==> src/design/cgbp_pkg.sv <==
// ----------------------------------------------------------------------------
// cgbp_pkg: shared types and constants of the clipped glyph blit planner
// Command and status words between the controller and the datapath, and
// the configuration register indexes.
// ----------------------------------------------------------------------------
package cgbp_pkg;

  localparam int unsigned CoordW   = 10;
  localparam int unsigned PosW     = 11;
  localparam int unsigned SizeW    = 7;
  localparam int unsigned AddrW    = 16;
  localparam int unsigned AlphaW   = 4;
  localparam int unsigned CfgIdxW  = 1;

  localparam logic [CfgIdxW-1:0] CFG_SCREEN_WIDTH  = 1'b0;
  localparam logic [CfgIdxW-1:0] CFG_SCREEN_HEIGHT = 1'b1;

  localparam logic [CoordW-1:0] SCREEN_WIDTH_RESET  = 10'd240;
  localparam logic [CoordW-1:0] SCREEN_HEIGHT_RESET = 10'd320;

  typedef struct packed {
    logic load;
    logic clip;
    logic size;
    logic mult;
    logic addr;
    logic emit;
  } cmd_t;

  typedef struct packed {
    logic visible;
    logic last_row;
    logic out_free;
  } status_t;

endpackage

==> src/design/cgbp_ctrl.sv <==
// ----------------------------------------------------------------------------
// cgbp_ctrl: sequencing controller
// Accepts one placement, steps the datapath through clipping, size, multiply
// and address stages; a visible one gets one write command per output word.
// ----------------------------------------------------------------------------
module cgbp_ctrl (
  input  logic              clk_i,
  input  logic              rst_ni,
  input  logic              in_valid_i,
  output logic              in_stall_o,
  input  cgbp_pkg::status_t status_i,
  output cgbp_pkg::cmd_t    cmd_o
);

  typedef enum logic [5:0] {
    ST_IDLE = 6'b000001,
    ST_CLIP = 6'b000010,
    ST_SIZE = 6'b000100,
    ST_MULT = 6'b001000,
    ST_ADDR = 6'b010000,
    ST_EMIT = 6'b100000
  } state_e;

  state_e state_q, state_d;

  always_comb begin
    state_d = state_q;
    cmd_o   = '0;
    case (state_q)
      ST_IDLE: begin
        if (in_valid_i) begin
          cmd_o.load = 1'b1;
          state_d    = ST_CLIP;
        end
      end
      ST_CLIP: begin
        cmd_o.clip = 1'b1;
        state_d    = ST_SIZE;
      end
      ST_SIZE: begin
        cmd_o.size = 1'b1;
        state_d    = ST_MULT;
      end
      ST_MULT: begin
        // drop placements with no visible pixel
        if (status_i.visible) begin
          cmd_o.mult = 1'b1;
          state_d    = ST_ADDR;
        end else begin
          state_d = ST_IDLE;
        end
      end
      ST_ADDR: begin
        cmd_o.addr = 1'b1;
        state_d    = ST_EMIT;
      end
      ST_EMIT: begin
        if (status_i.out_free) begin
          cmd_o.emit = 1'b1;
          if (status_i.last_row) begin
            state_d = ST_IDLE;
          end
        end
      end
      default: begin
        state_d = ST_IDLE;
      end
    endcase
  end

  always_ff @(posedge clk_i or negedge rst_ni) begin
    if (!rst_ni) begin
      state_q <= ST_IDLE;
    end else begin
      state_q <= state_d;
    end
  end

  assign in_stall_o = (state_q != ST_IDLE);

endmodule

==> src/design/cgbp_datapath.sv <==
// ----------------------------------------------------------------------------
// cgbp_datapath: clipping and address datapath
// Holds the placement and screen size, clips the glyph in registered steps,
// forms the source address and drives the output word register.
// ----------------------------------------------------------------------------
module cgbp_datapath #(
  parameter int unsigned MAX_GLYPH_HEIGHT = 64,
  parameter int unsigned ALPHA_LEVELS     = 16
) (
  input  logic                                clk_i,
  input  logic                                rst_ni,
  input  logic                                cfg_we_i,
  input  logic [cgbp_pkg::CfgIdxW-1:0]        cfg_idx_i,
  input  logic [cgbp_pkg::CoordW-1:0]         cfg_wdata_i,
  input  cgbp_pkg::cmd_t                      cmd_i,
  output cgbp_pkg::status_t                   status_o,
  input  logic signed [cgbp_pkg::PosW-1:0]    pos_x_i,
  input  logic signed [cgbp_pkg::PosW-1:0]    pos_y_i,
  input  logic [cgbp_pkg::SizeW-1:0]          glyph_width_i,
  input  logic [cgbp_pkg::SizeW-1:0]          glyph_height_i,
  input  logic [cgbp_pkg::AddrW-1:0]          bitmap_offset_i,
  input  logic [cgbp_pkg::AlphaW-1:0]         alpha_level_i,
  output logic                                out_valid_o,
  input  logic                                out_stall_i,
  output logic [cgbp_pkg::CoordW-1:0]         dest_x_o,
  output logic [cgbp_pkg::CoordW-1:0]         dest_y_o,
  output logic [cgbp_pkg::SizeW-1:0]          rect_width_o,
  output logic [cgbp_pkg::SizeW-1:0]          rect_height_o,
  output logic [cgbp_pkg::AddrW-1:0]          source_address_o,
  output logic                                half_byte_start_o,
  output logic [cgbp_pkg::AlphaW-1:0]         palette_select_o,
  output logic                                last_command_o
);

  localparam logic [cgbp_pkg::SizeW-1:0]  HMax   = cgbp_pkg::SizeW'(MAX_GLYPH_HEIGHT);
  localparam logic [cgbp_pkg::AlphaW:0]   ALevel = (cgbp_pkg::AlphaW + 1)'(ALPHA_LEVELS);
  localparam logic [cgbp_pkg::AlphaW-1:0] AMax   = cgbp_pkg::AlphaW'(ALPHA_LEVELS - 1);

  logic [cgbp_pkg::CoordW-1:0] sw_q, sh_q;

  logic signed [10:0] x_q, y_q;
  logic [6:0]  w_q, h_q;
  logic [15:0] off_q;
  logic [3:0]  pal_q;

  logic signed [11:0] xe_q, ye_q;
  logic [9:0]  sx_q, sy_q;
  logic [10:0] skipx_q, skipy_q;
  logic [6:0]  rowb_q;

  logic signed [11:0] xm, ym, xo_raw, yo_raw;
  logic [6:0]  xo_q, yo_q;
  logic        vis_q, full_q;

  logic [17:0] prod_full;
  logic [15:0] prod_q;

  logic [15:0] src_q;
  logic [9:0]  dy_q;
  logic [6:0]  hout_q;
  logic        half_q;
  logic [6:0]  rows_left_q;

  logic        out_valid_q;

  always_ff @(posedge clk_i or negedge rst_ni) begin
    if (!rst_ni) begin
      sw_q <= cgbp_pkg::SCREEN_WIDTH_RESET;
      sh_q <= cgbp_pkg::SCREEN_HEIGHT_RESET;
    end else if (cfg_we_i) begin
      case (cfg_idx_i)
        cgbp_pkg::CFG_SCREEN_WIDTH:  sw_q <= cfg_wdata_i;
        cgbp_pkg::CFG_SCREEN_HEIGHT: sh_q <= cfg_wdata_i;
        default: begin
        end
      endcase
    end
  end

  always_ff @(posedge clk_i) begin
    if (cmd_i.load) begin
      x_q   <= pos_x_i;
      y_q   <= pos_y_i;
      w_q   <= glyph_width_i;
      h_q   <= (glyph_height_i > HMax) ? HMax : glyph_height_i;
      off_q <= bitmap_offset_i;
      pal_q <= ({1'b0, alpha_level_i} >= ALevel) ? AMax : alpha_level_i;
    end
  end

  always_ff @(posedge clk_i) begin
    if (cmd_i.clip) begin
      xe_q    <= $signed({x_q[10], x_q}) + $signed({5'b0, w_q});
      ye_q    <= $signed({y_q[10], y_q}) + $signed({5'b0, h_q});
      sx_q    <= x_q[10] ? 10'd0 : x_q[9:0];
      sy_q    <= y_q[10] ? 10'd0 : y_q[9:0];
      skipx_q <= x_q[10] ? (~x_q[10:0] + 11'd1) : 11'd0;
      skipy_q <= y_q[10] ? (~y_q[10:0] + 11'd1) : 11'd0;
      rowb_q  <= {1'b0, w_q[6:1]} + {6'b0, w_q[0]};
    end
  end

  always_comb begin
    xm     = ($signed({2'b00, sw_q}) < xe_q) ? $signed({2'b00, sw_q}) : xe_q;
    ym     = ($signed({2'b00, sh_q}) < ye_q) ? $signed({2'b00, sh_q}) : ye_q;
    xo_raw = xm - $signed({2'b00, sx_q});
    yo_raw = ym - $signed({2'b00, sy_q});
  end

  always_ff @(posedge clk_i) begin
    if (cmd_i.size) begin
      xo_q   <= (xo_raw > 12'sd0) ? xo_raw[6:0] : 7'd0;
      yo_q   <= (yo_raw > 12'sd0) ? yo_raw[6:0] : 7'd0;
      vis_q  <= (xo_raw > 12'sd0) && (yo_raw > 12'sd0);
      full_q <= (xo_raw == $signed({5'b0, w_q}));
    end
  end

  assign prod_full = {7'b0, skipy_q} * {11'b0, rowb_q};

  always_ff @(posedge clk_i) begin
    if (cmd_i.mult) begin
      prod_q <= prod_full[15:0];
    end
  end

  always_ff @(posedge clk_i) begin
    if (cmd_i.addr) begin
      src_q  <= off_q + prod_q + (full_q ? 16'd0 : {6'b0, skipx_q[10:1]});
      dy_q   <= sy_q;
      hout_q <= full_q ? yo_q : 7'd1;
      half_q <= full_q ? 1'b0 : skipx_q[0];
    end else if (cmd_i.emit) begin
      src_q <= src_q + {9'b0, rowb_q};
      dy_q  <= dy_q + 10'd1;
    end
  end

  always_ff @(posedge clk_i or negedge rst_ni) begin
    if (!rst_ni) begin
      rows_left_q <= '0;
    end else if (cmd_i.addr) begin
      rows_left_q <= full_q ? 7'd1 : yo_q;
    end else if (cmd_i.emit) begin
      rows_left_q <= rows_left_q - 7'd1;
    end
  end

  always_ff @(posedge clk_i or negedge rst_ni) begin
    if (!rst_ni) begin
      out_valid_q <= 1'b0;
    end else if (cmd_i.emit) begin
      out_valid_q <= 1'b1;
    end else if (!out_stall_i) begin
      out_valid_q <= 1'b0;
    end
  end

  always_ff @(posedge clk_i) begin
    if (cmd_i.emit) begin
      dest_x_o          <= sx_q;
      dest_y_o          <= dy_q;
      rect_width_o      <= xo_q;
      rect_height_o     <= hout_q;
      source_address_o  <= src_q;
      half_byte_start_o <= half_q;
      palette_select_o  <= pal_q;
      last_command_o    <= (rows_left_q == 7'd1);
    end
  end

  assign out_valid_o       = out_valid_q;
  assign status_o.visible  = vis_q;
  assign status_o.last_row = (rows_left_q == 7'd1);
  assign status_o.out_free = !out_valid_q || !out_stall_i;

endmodule

==> src/design/clipped_glyph_blit_planner_core.sv <==
// ----------------------------------------------------------------------------
// clipped_glyph_blit_planner_core: glyph clipping and blit command planner
// Usage: one placement word enters on the in channel (in_valid_i/in_stall_o)
// while the block is idle; write command words leave on the out channel
// (out_valid_o/out_stall_i), last_command_o marking the final one.
// Screen size is set through cfg_we_i/cfg_idx_i/cfg_wdata_i while idle.
// After acceptance the clip, size, multiply and address steps each take one
// controller state, then the emit state registers each command word.
// Output: a fully wide glyph gives one command word, an edge-clipped glyph
// one word per visible row, one row per cycle from the emit state while the
// output is free; a glyph with no visible pixel gives no word.
// The next placement is taken while the last word still waits in the
// output register.
// Reset: clears the controller, the output valid and sets the screen to
// 240 by 320 pixels.
// Stall: a stalled output word holds; row emission pauses until it is taken.
// ----------------------------------------------------------------------------
module clipped_glyph_blit_planner_core #(
  parameter int unsigned MAX_GLYPH_HEIGHT = 64,
  parameter int unsigned ALPHA_LEVELS     = 16
) (
  input  logic                                clk_i,
  input  logic                                rst_ni,
  input  logic                                cfg_we_i,
  input  logic [cgbp_pkg::CfgIdxW-1:0]        cfg_idx_i,
  input  logic [cgbp_pkg::CoordW-1:0]         cfg_wdata_i,
  input  logic                                in_valid_i,
  output logic                                in_stall_o,
  input  logic signed [cgbp_pkg::PosW-1:0]    pos_x_i,
  input  logic signed [cgbp_pkg::PosW-1:0]    pos_y_i,
  input  logic [cgbp_pkg::SizeW-1:0]          glyph_width_i,
  input  logic [cgbp_pkg::SizeW-1:0]          glyph_height_i,
  input  logic [cgbp_pkg::AddrW-1:0]          bitmap_offset_i,
  input  logic [cgbp_pkg::AlphaW-1:0]         alpha_level_i,
  output logic                                out_valid_o,
  input  logic                                out_stall_i,
  output logic [cgbp_pkg::CoordW-1:0]         dest_x_o,
  output logic [cgbp_pkg::CoordW-1:0]         dest_y_o,
  output logic [cgbp_pkg::SizeW-1:0]          rect_width_o,
  output logic [cgbp_pkg::SizeW-1:0]          rect_height_o,
  output logic [cgbp_pkg::AddrW-1:0]          source_address_o,
  output logic                                half_byte_start_o,
  output logic [cgbp_pkg::AlphaW-1:0]         palette_select_o,
  output logic                                last_command_o
);

  cgbp_pkg::cmd_t    cmd;
  cgbp_pkg::status_t status;

  cgbp_ctrl u_ctrl (
    .clk_i      (clk_i),
    .rst_ni     (rst_ni),
    .in_valid_i (in_valid_i),
    .in_stall_o (in_stall_o),
    .status_i   (status),
    .cmd_o      (cmd)
  );

  cgbp_datapath #(
    .MAX_GLYPH_HEIGHT (MAX_GLYPH_HEIGHT),
    .ALPHA_LEVELS     (ALPHA_LEVELS)
  ) u_datapath (
    .clk_i             (clk_i),
    .rst_ni            (rst_ni),
    .cfg_we_i          (cfg_we_i),
    .cfg_idx_i         (cfg_idx_i),
    .cfg_wdata_i       (cfg_wdata_i),
    .cmd_i             (cmd),
    .status_o          (status),
    .pos_x_i           (pos_x_i),
    .pos_y_i           (pos_y_i),
    .glyph_width_i     (glyph_width_i),
    .glyph_height_i    (glyph_height_i),
    .bitmap_offset_i   (bitmap_offset_i),
    .alpha_level_i     (alpha_level_i),
    .out_valid_o       (out_valid_o),
    .out_stall_i       (out_stall_i),
    .dest_x_o          (dest_x_o),
    .dest_y_o          (dest_y_o),
    .rect_width_o      (rect_width_o),
    .rect_height_o     (rect_height_o),
    .source_address_o  (source_address_o),
    .half_byte_start_o (half_byte_start_o),
    .palette_select_o  (palette_select_o),
    .last_command_o    (last_command_o)
  );

`ifndef NO_ASSERTIONS
  a_busy_after_accept: assert property (@(posedge clk_i) disable iff (!rst_ni)
    (in_valid_i && !in_stall_o) |=> in_stall_o)
    else $error("block still idle after taking a placement");

  a_emit_only_when_free: assert property (@(posedge clk_i) disable iff (!rst_ni)
    cmd.emit |-> (!out_valid_o || !out_stall_i))
    else $error("output word overwritten while stalled");

  a_no_emit_when_idle: assert property (@(posedge clk_i) disable iff (!rst_ni)
    !in_stall_o |-> !cmd.emit)
    else $error("command issued while idle");

  a_last_ends_item: assert property (@(posedge clk_i) disable iff (!rst_ni)
    (cmd.emit && status.last_row) |=> !in_stall_o)
    else $error("controller busy after the final word");
`endif

endmodule

==> config.mk <==
export PLATFORM = sky130hd
export DESIGN_NAME = clipped_glyph_blit_planner_core
export DESIGN_NICKNAME = d
export VERILOG_FILES = /design/src/design/cgbp_pkg.sv /design/src/design/cgbp_ctrl.sv /design/src/design/cgbp_datapath.sv /design/src/design/clipped_glyph_blit_planner_core.sv
export SDC_FILE = /design/constraint.sdc
export NUM_CORES = 1
export LEC_CHECK = 0
export BUFFER_PORTS_ARGS = -buffer_cell sky130_fd_sc_hd__buf_2
export CAP_MARGIN = 40
export CORE_MARGIN = 2
export CORE_UTILIZATION = 61
export CTS_CLUSTER_SIZE = 12
export DETAILED_ROUTE_END_ITERATION = 6
export PLACE_DENSITY = 0.81
export SKIP_LAST_GASP = 1
export SYNTH_ARGS = -nofsm -noshare
export SYNTH_HDL_FRONTEND = slang
export SYNTH_HIERARCHICAL = 1
export SYNTH_SLANG_ARGS = --single-unit
==> constraint.sdc <==
create_clock -name clk_i -period 5.95 [get_ports clk_i]
set_input_delay 1.785 -clock clk_i [delete_from_list [all_inputs] [get_ports clk_i]]
set_output_delay 1.785 -clock clk_i [all_outputs]
set_load 0.02 [all_outputs]
**Word-level counts from Yosys, hierarchy flattened**

Cells that the tools add are included.

- Register bits after elaboration: 285
- Output and inout bits: 58
- Word-level logic and storage cells: 103

- Add/subtract/negate cells: 12
- Multipliers: 1
- $lt $le $gt $ge: 5
- Equality and inequality tests: 13
- Mux-type cells: 26
- Bitwise logic cells: 3
- Reduce and logical (&&, ||, !) cells: 8

Operator list:

| kind | count |
|---|---|
| $pmux 6 s6 | 1 |
| $add 16x16->16 | 2 |
| $mux 16 | 2 |
| $mux 10 | 3 |
| $add 11x8->12 | 2 |
| $gt 12x1->1 const B | 2 |
| $lt 11x12->1 | 2 |
| $mux 12 | 2 |
| $sub 12x11->12 | 2 |
| $add 11x1->11 const B | 2 |
| $not 11->11 | 2 |
| $mux 7 | 3 |
| $mux 6 | 3 |
| $add 16x7->16 | 1 |
| $mul 11x7->16 | 1 |
| $eq 12x8->1 | 1 |
| $mux 1 | 11 |
| $add 10x1->10 const B | 1 |
| $add 6x1->7 | 1 |
| $eq 7x1->1 const B | 1 |
| $gt 7x7->1 const B | 1 |
| $sub 7x1->7 const B | 1 |
| $eq 6x1->1 const B | 1 |
| $eq 6x2->1 const B | 1 |
| 15 further kinds | 19 |

**Logic depth before layout (Yosys ltp)**

- Depth after elaboration: 6
- Depth in mapped cells: 22

**Hierarchy**

Netlist, hierarchy kept.

By module, submodules not included:

| module | times used | cells an instance | area an instance (µm²) |
|---|---|---|---|
| cgbp_datapath | 1 | 1344 | 16049.1 |
| cgbp_ctrl | 1 | 44 | 405.4 |

**Worst setup path before layout**

OpenSTA, ideal clock, no wires.

- Kind: flip-flop to flip-flop
- From: reg u_datapath.rowb_q[6]
- To: reg u_datapath.prod_q[14] (data pin)
- Arrival: 4434 ps
- Data required time: 5684 ps
- Setup slack: 1250 ps
- Cell stages (with the launch flop): 18
- Buffers on the path: 1
- Clock period less this slack: 4700 ps
- Path through: edfxtp_1 > clkbuf_1 > and2_1 > fa_1 > inv_1 > fa_1 > inv_1 > fa_1 > inv_1 > fa_1 > inv_1 > ha_1 > or2_2 > a21oi_1 > nor2_1 > a41o_1 > o41ai_1 > xnor2_1

- Word-level cells in the longest chain between the ends: 1

Ends and longest elaborated chain:

| item | line | RTL |
|---|---|---|
| from (decl) | cgbp_datapath.sv:49 | `logic [6:0] rowb_q;` |
| from (signal assigned) | cgbp_datapath.sv:99 | `rowb_q <= {1'b0, w_q[6:1]} + {6'b0, w_q[0]};` |
| $mul 11x7->16 | cgbp_datapath.sv:119 | `assign prod_full = {7'b0, skipy_q} * {11'b0, rowb_q};` |
| net u_datapath.prod_full[14] | cgbp_datapath.sv:55 | `logic [17:0] prod_full;` |
| to (signal assigned) | cgbp_datapath.sv:123 | `prod_q <= prod_full[15:0];` |
| to (decl) | cgbp_datapath.sv:56 | `logic [15:0] prod_q;` |

The timed path passes the listed nets, and every way through them passes these cells.
A chain may end at the register's enable or synchronous reset.

**Final worst setup path**

Ends and elaborated chain as after synthesis.

==> results.toml <==
[timing]
finalClockSkew_ns = 0.0118
fmaxAchievable_ghz = 0.201
finalSetupViolations = 0
min_period_over_period_pct = 83.4
slew_viol_final = 0
layout_setup_ws_ns = 0.986
rsz0062_at_grt = "false"
relSlewSlack_pct = 46.0
layout_min_cycle_time_ns = 4.96
hold_viol_final = 0
setup_tns_ns = 0
worstMarginPinSlew_ns = 0.810

[grt]
grt_pass1_vias = 10500
grt_pass1_wl_mm = 53.8
grt_start_max_net_pins = 62
overflow = 0
grt_usage_pct = 24.1
antenna_found_initial = 0

[layout]
syn2layout_area_growth_pct = 11.8
ff_latch_area_sq_mm = 0.00840
filler_cell_count = 1905
fin_nets = 1769
drive_gt1_share_pct = 14.9
multi_input_area_sq_mm = 0.00746
antennaDiodeCount = 0
final_cell_area_sq_mm = 0.0184

[synth]
avgSynthCellArea_sq_um = 11.9
yosys.area.top_type_share_pct = 45.8
asyncSetResetFlopFracSynth_pct = 11.9
yosys_warnings = 6
synth_nets = 1635
syn_inst = 1388
synth_most_common_cell = "edfxtp_1"
synth_common_cells = "edfxtp_1 (251), inv_1 (125), ha_1 (116), nand2_1 (110), nor2_1 (84)"
synth_area_sq_mm = 0.0165
synth.largest_area_cell = "edfxtp_1"
synthDistinctLibCells = 69
synth_area_leaders = "edfxtp_1 (46%), ha_1 (8.8%), fa_1 (7.2%), dfrtp_1 (4.1%), xnor2_1 (3.9%)"
synthFlopType = "edfxtp_1"
synth_edf_count = 251
ys_seq_area_share_pct = 51.0
ys_ff_latch = 285

[worst_hold_path]
hold_path_depth = 0
min_to = "u_datapath/rect_height_o[6]"
hold_path.class = "register to register"
min_from = "u_datapath/hout_q[6]"

[routing]
via_per_inst = 5.69
wl_per_cell_microns = 18.0
drt_pre_antenna_iters = 5
num_vias = 10700
drt-total-wl_mm = 34.0
ant_nets = 0
drcViolationCount = 0
dr.first_iter.drc_count = 900

[power]
vdd_drop_max_v = 0.000332
pwr_density_cell_mw_per_mm2 = 478
p_leak_nw = 7.45

[die]
die_h_microns = 168
num_rows = 60
ios = 130
dieArea_sq_mm = 0.0283
die_x_microns = 168
start_util_pct = 61.6
core_region_area_sq_mm = 0.0267

[critical_path]
reg2reg_to = "u_datapath/prod_q[14]"
required_ns = 6.24
cp_max_fo = 11
r2r_cells = 16
timing.rr.start = "u_datapath/rowb_q[6]"
worstPathArrival_ns = 5.25
start_kind = "register"
rrSetupSlack_ns = 0.99
criticalPathCategory = "register to register"
end_kind = "register"

[place]
dp_slack_ns = 0.976
gp_congestion = 0.906
dp_hpwl_mm = 25.9
postPlaceCellArea_sq_mm = 0.0175
io_buffers = 129

[cts]
cts_htree_levels = 1
numCtsBuffers = 30
clockBufferDepth = 3
holdBufCountCts = 0
cts_tree = "built"
insertion_delay_ns = 0.55
cts-root-buf = "clkbuf_16"
cts_setup_buffers = 0
ctsResizeCount = 0
path_clk_slew_ns = 0.06
clock_sink_count = 285

[status]
status = "finished, final reports clean"

[flow_run]
max_cap_violations = 0
[flip-flops by register name, summed over array words and instances (netlist names), 10 cells and up]
| signal | flops |
|---|---|
| u_datapath/src_q | 16 |
| u_datapath/dy_q | 10 |
| u_datapath/dest_x_o | 10 |
| u_datapath/skipx_q | 11 |
| u_datapath/ye_q | 12 |
| u_datapath/sw_q | 10 |
| u_datapath/x_q | 11 |
| u_datapath/sy_q | 10 |
| u_datapath/y_q | 11 |
| u_datapath/sh_q | 10 |
| u_datapath/off_q | 16 |
| u_datapath/skipy_q | 11 |
| u_datapath/sx_q | 10 |
| u_datapath/source_address_o | 16 |
| u_datapath/prod_q | 16 |
| u_datapath/dest_y_o | 10 |
| u_datapath/xe_q | 12 |
[routing by layer]
metal | up-vias | GRT usage, % | routed length, microns
li1 | 5119 | - | -
met3 | 92 | 3.69 | 2030
met5 | - | 0 | 0
met4 | 0 | 8.51 | 1250
met1 | 5188 | 32.8 | 14500
met2 | 343 | 39.7 | 16200
[report_power, final]
group / total, mW / switching (mW) / internal [mW]
Sequential: 3.02 / 0.298 / 2.72
Combinational: 4.01 / 2.24 / 1.77
Clock: 1.76 / 0.737 / 1.02
Total: 8.79 / 3.28 / 5.51
[cells by family (layout without fill, tap and decap cells)]
kind of cell / count (synthesis) / after routing / share of synthesized area (%)
compound gates: 202 / 202 / 7.80
xor+xnor: 107 / 107 / 5.74
fa+ha+maj: 175 / 175 / 16.0
buf+inv: 158 / 316 / 3.76
flops: 285 / 285 / 51.0
mux: 32 / 32 / 2.11
simple gates: 429 / 429 / 13.6
[worst max-delay path by stage]
| stage | end | slack [ns] | start |
|---|---|---|---|
| after detailed placement | u_datapath/prod_q[14] | 0.98 | u_datapath/rowb_q[6] |
| after CTS | u_datapath/prod_q[14] | 0.95 | u_datapath/rowb_q[6] |
| after floorplan | u_datapath/prod_q[14] | 1.25 | u_datapath/rowb_q[6] |
| after global placement | u_datapath/prod_q[14] | 1.16 | u_datapath/rowb_q[6] |
| after global routing | u_datapath/prod_q[14] | 0.75 | u_datapath/rowb_q[6] |
| final | u_datapath/prod_q[14] | 0.99 | u_datapath/rowb_q[6] |
[final cells by class]
type                            count  area share (%)
Inverter                          125            2.55
Clock buffer                       49            4.88
Sequential cell                   285            45.6
Timing Repair Buffer              135            3.86
Clock inverter                      7           0.211
Tap cell                          341            2.32
Multi-Input combinational cell    945            40.5
[cells in the final DEF (no fill, tap or decap), types with 7 or more instances in the layout]
cell type / count
edfxtp_1: 251
buf_2: 129
inv_1: 125
ha_1: 116
nand2_1: 110
nor2_1: 82
o21ai_0: 80
xnor2_1: 74
and2_1: 62
fa_1: 59
nor2b_1: 50
a21oi_1: 38
xor2_1: 32
clkbuf_16: 31
dfrtp_1: 27
nand2b_1: 22
mux2_2: 22
and3_1: 21
nor3_1: 17
nand3_1: 16
o21a_1: 16
clkbuf_1: 12
a21o_1: 12
mux2i_1: 10
a21boi_0: 9
or3_1: 9
dfstp_2: 7
a211oi_1: 7
[critical path, stage by stage, from the launching register on]
cell	delay, ns
edfxtp_1	0.53
and2_1	0.24
fa_1	0.53
inv_1	0.05
fa_1	0.53
inv_1	0.06
fa_1	0.52
inv_1	0.05
fa_1	0.53
inv_1	0.04
ha_1	0.33
or2_2	0.33
a21oi_1	0.15
nor2_1	0.07
a41o_1	0.27
o41ai_1	0.36
xnor2_1	0.11
[through the flow]
stage | std cells | hold WS, ns | util, % | power (mW)
after floorplan | 1388 | 0.400 | - | 6.10
after global placement | 1829 | 0.401 | 65.2 | 6.84
after detailed placement | 1831 | 0.405 | 65.3 | 7.03
after CTS | 1887 | 0.419 | 68.8 | 8.82
after global routing | 1887 | 0.424 | 68.8 | 9.44
final | 1887 | 0.419 | 68.8 | 8.79
Power figures use the tool's default switching activity.
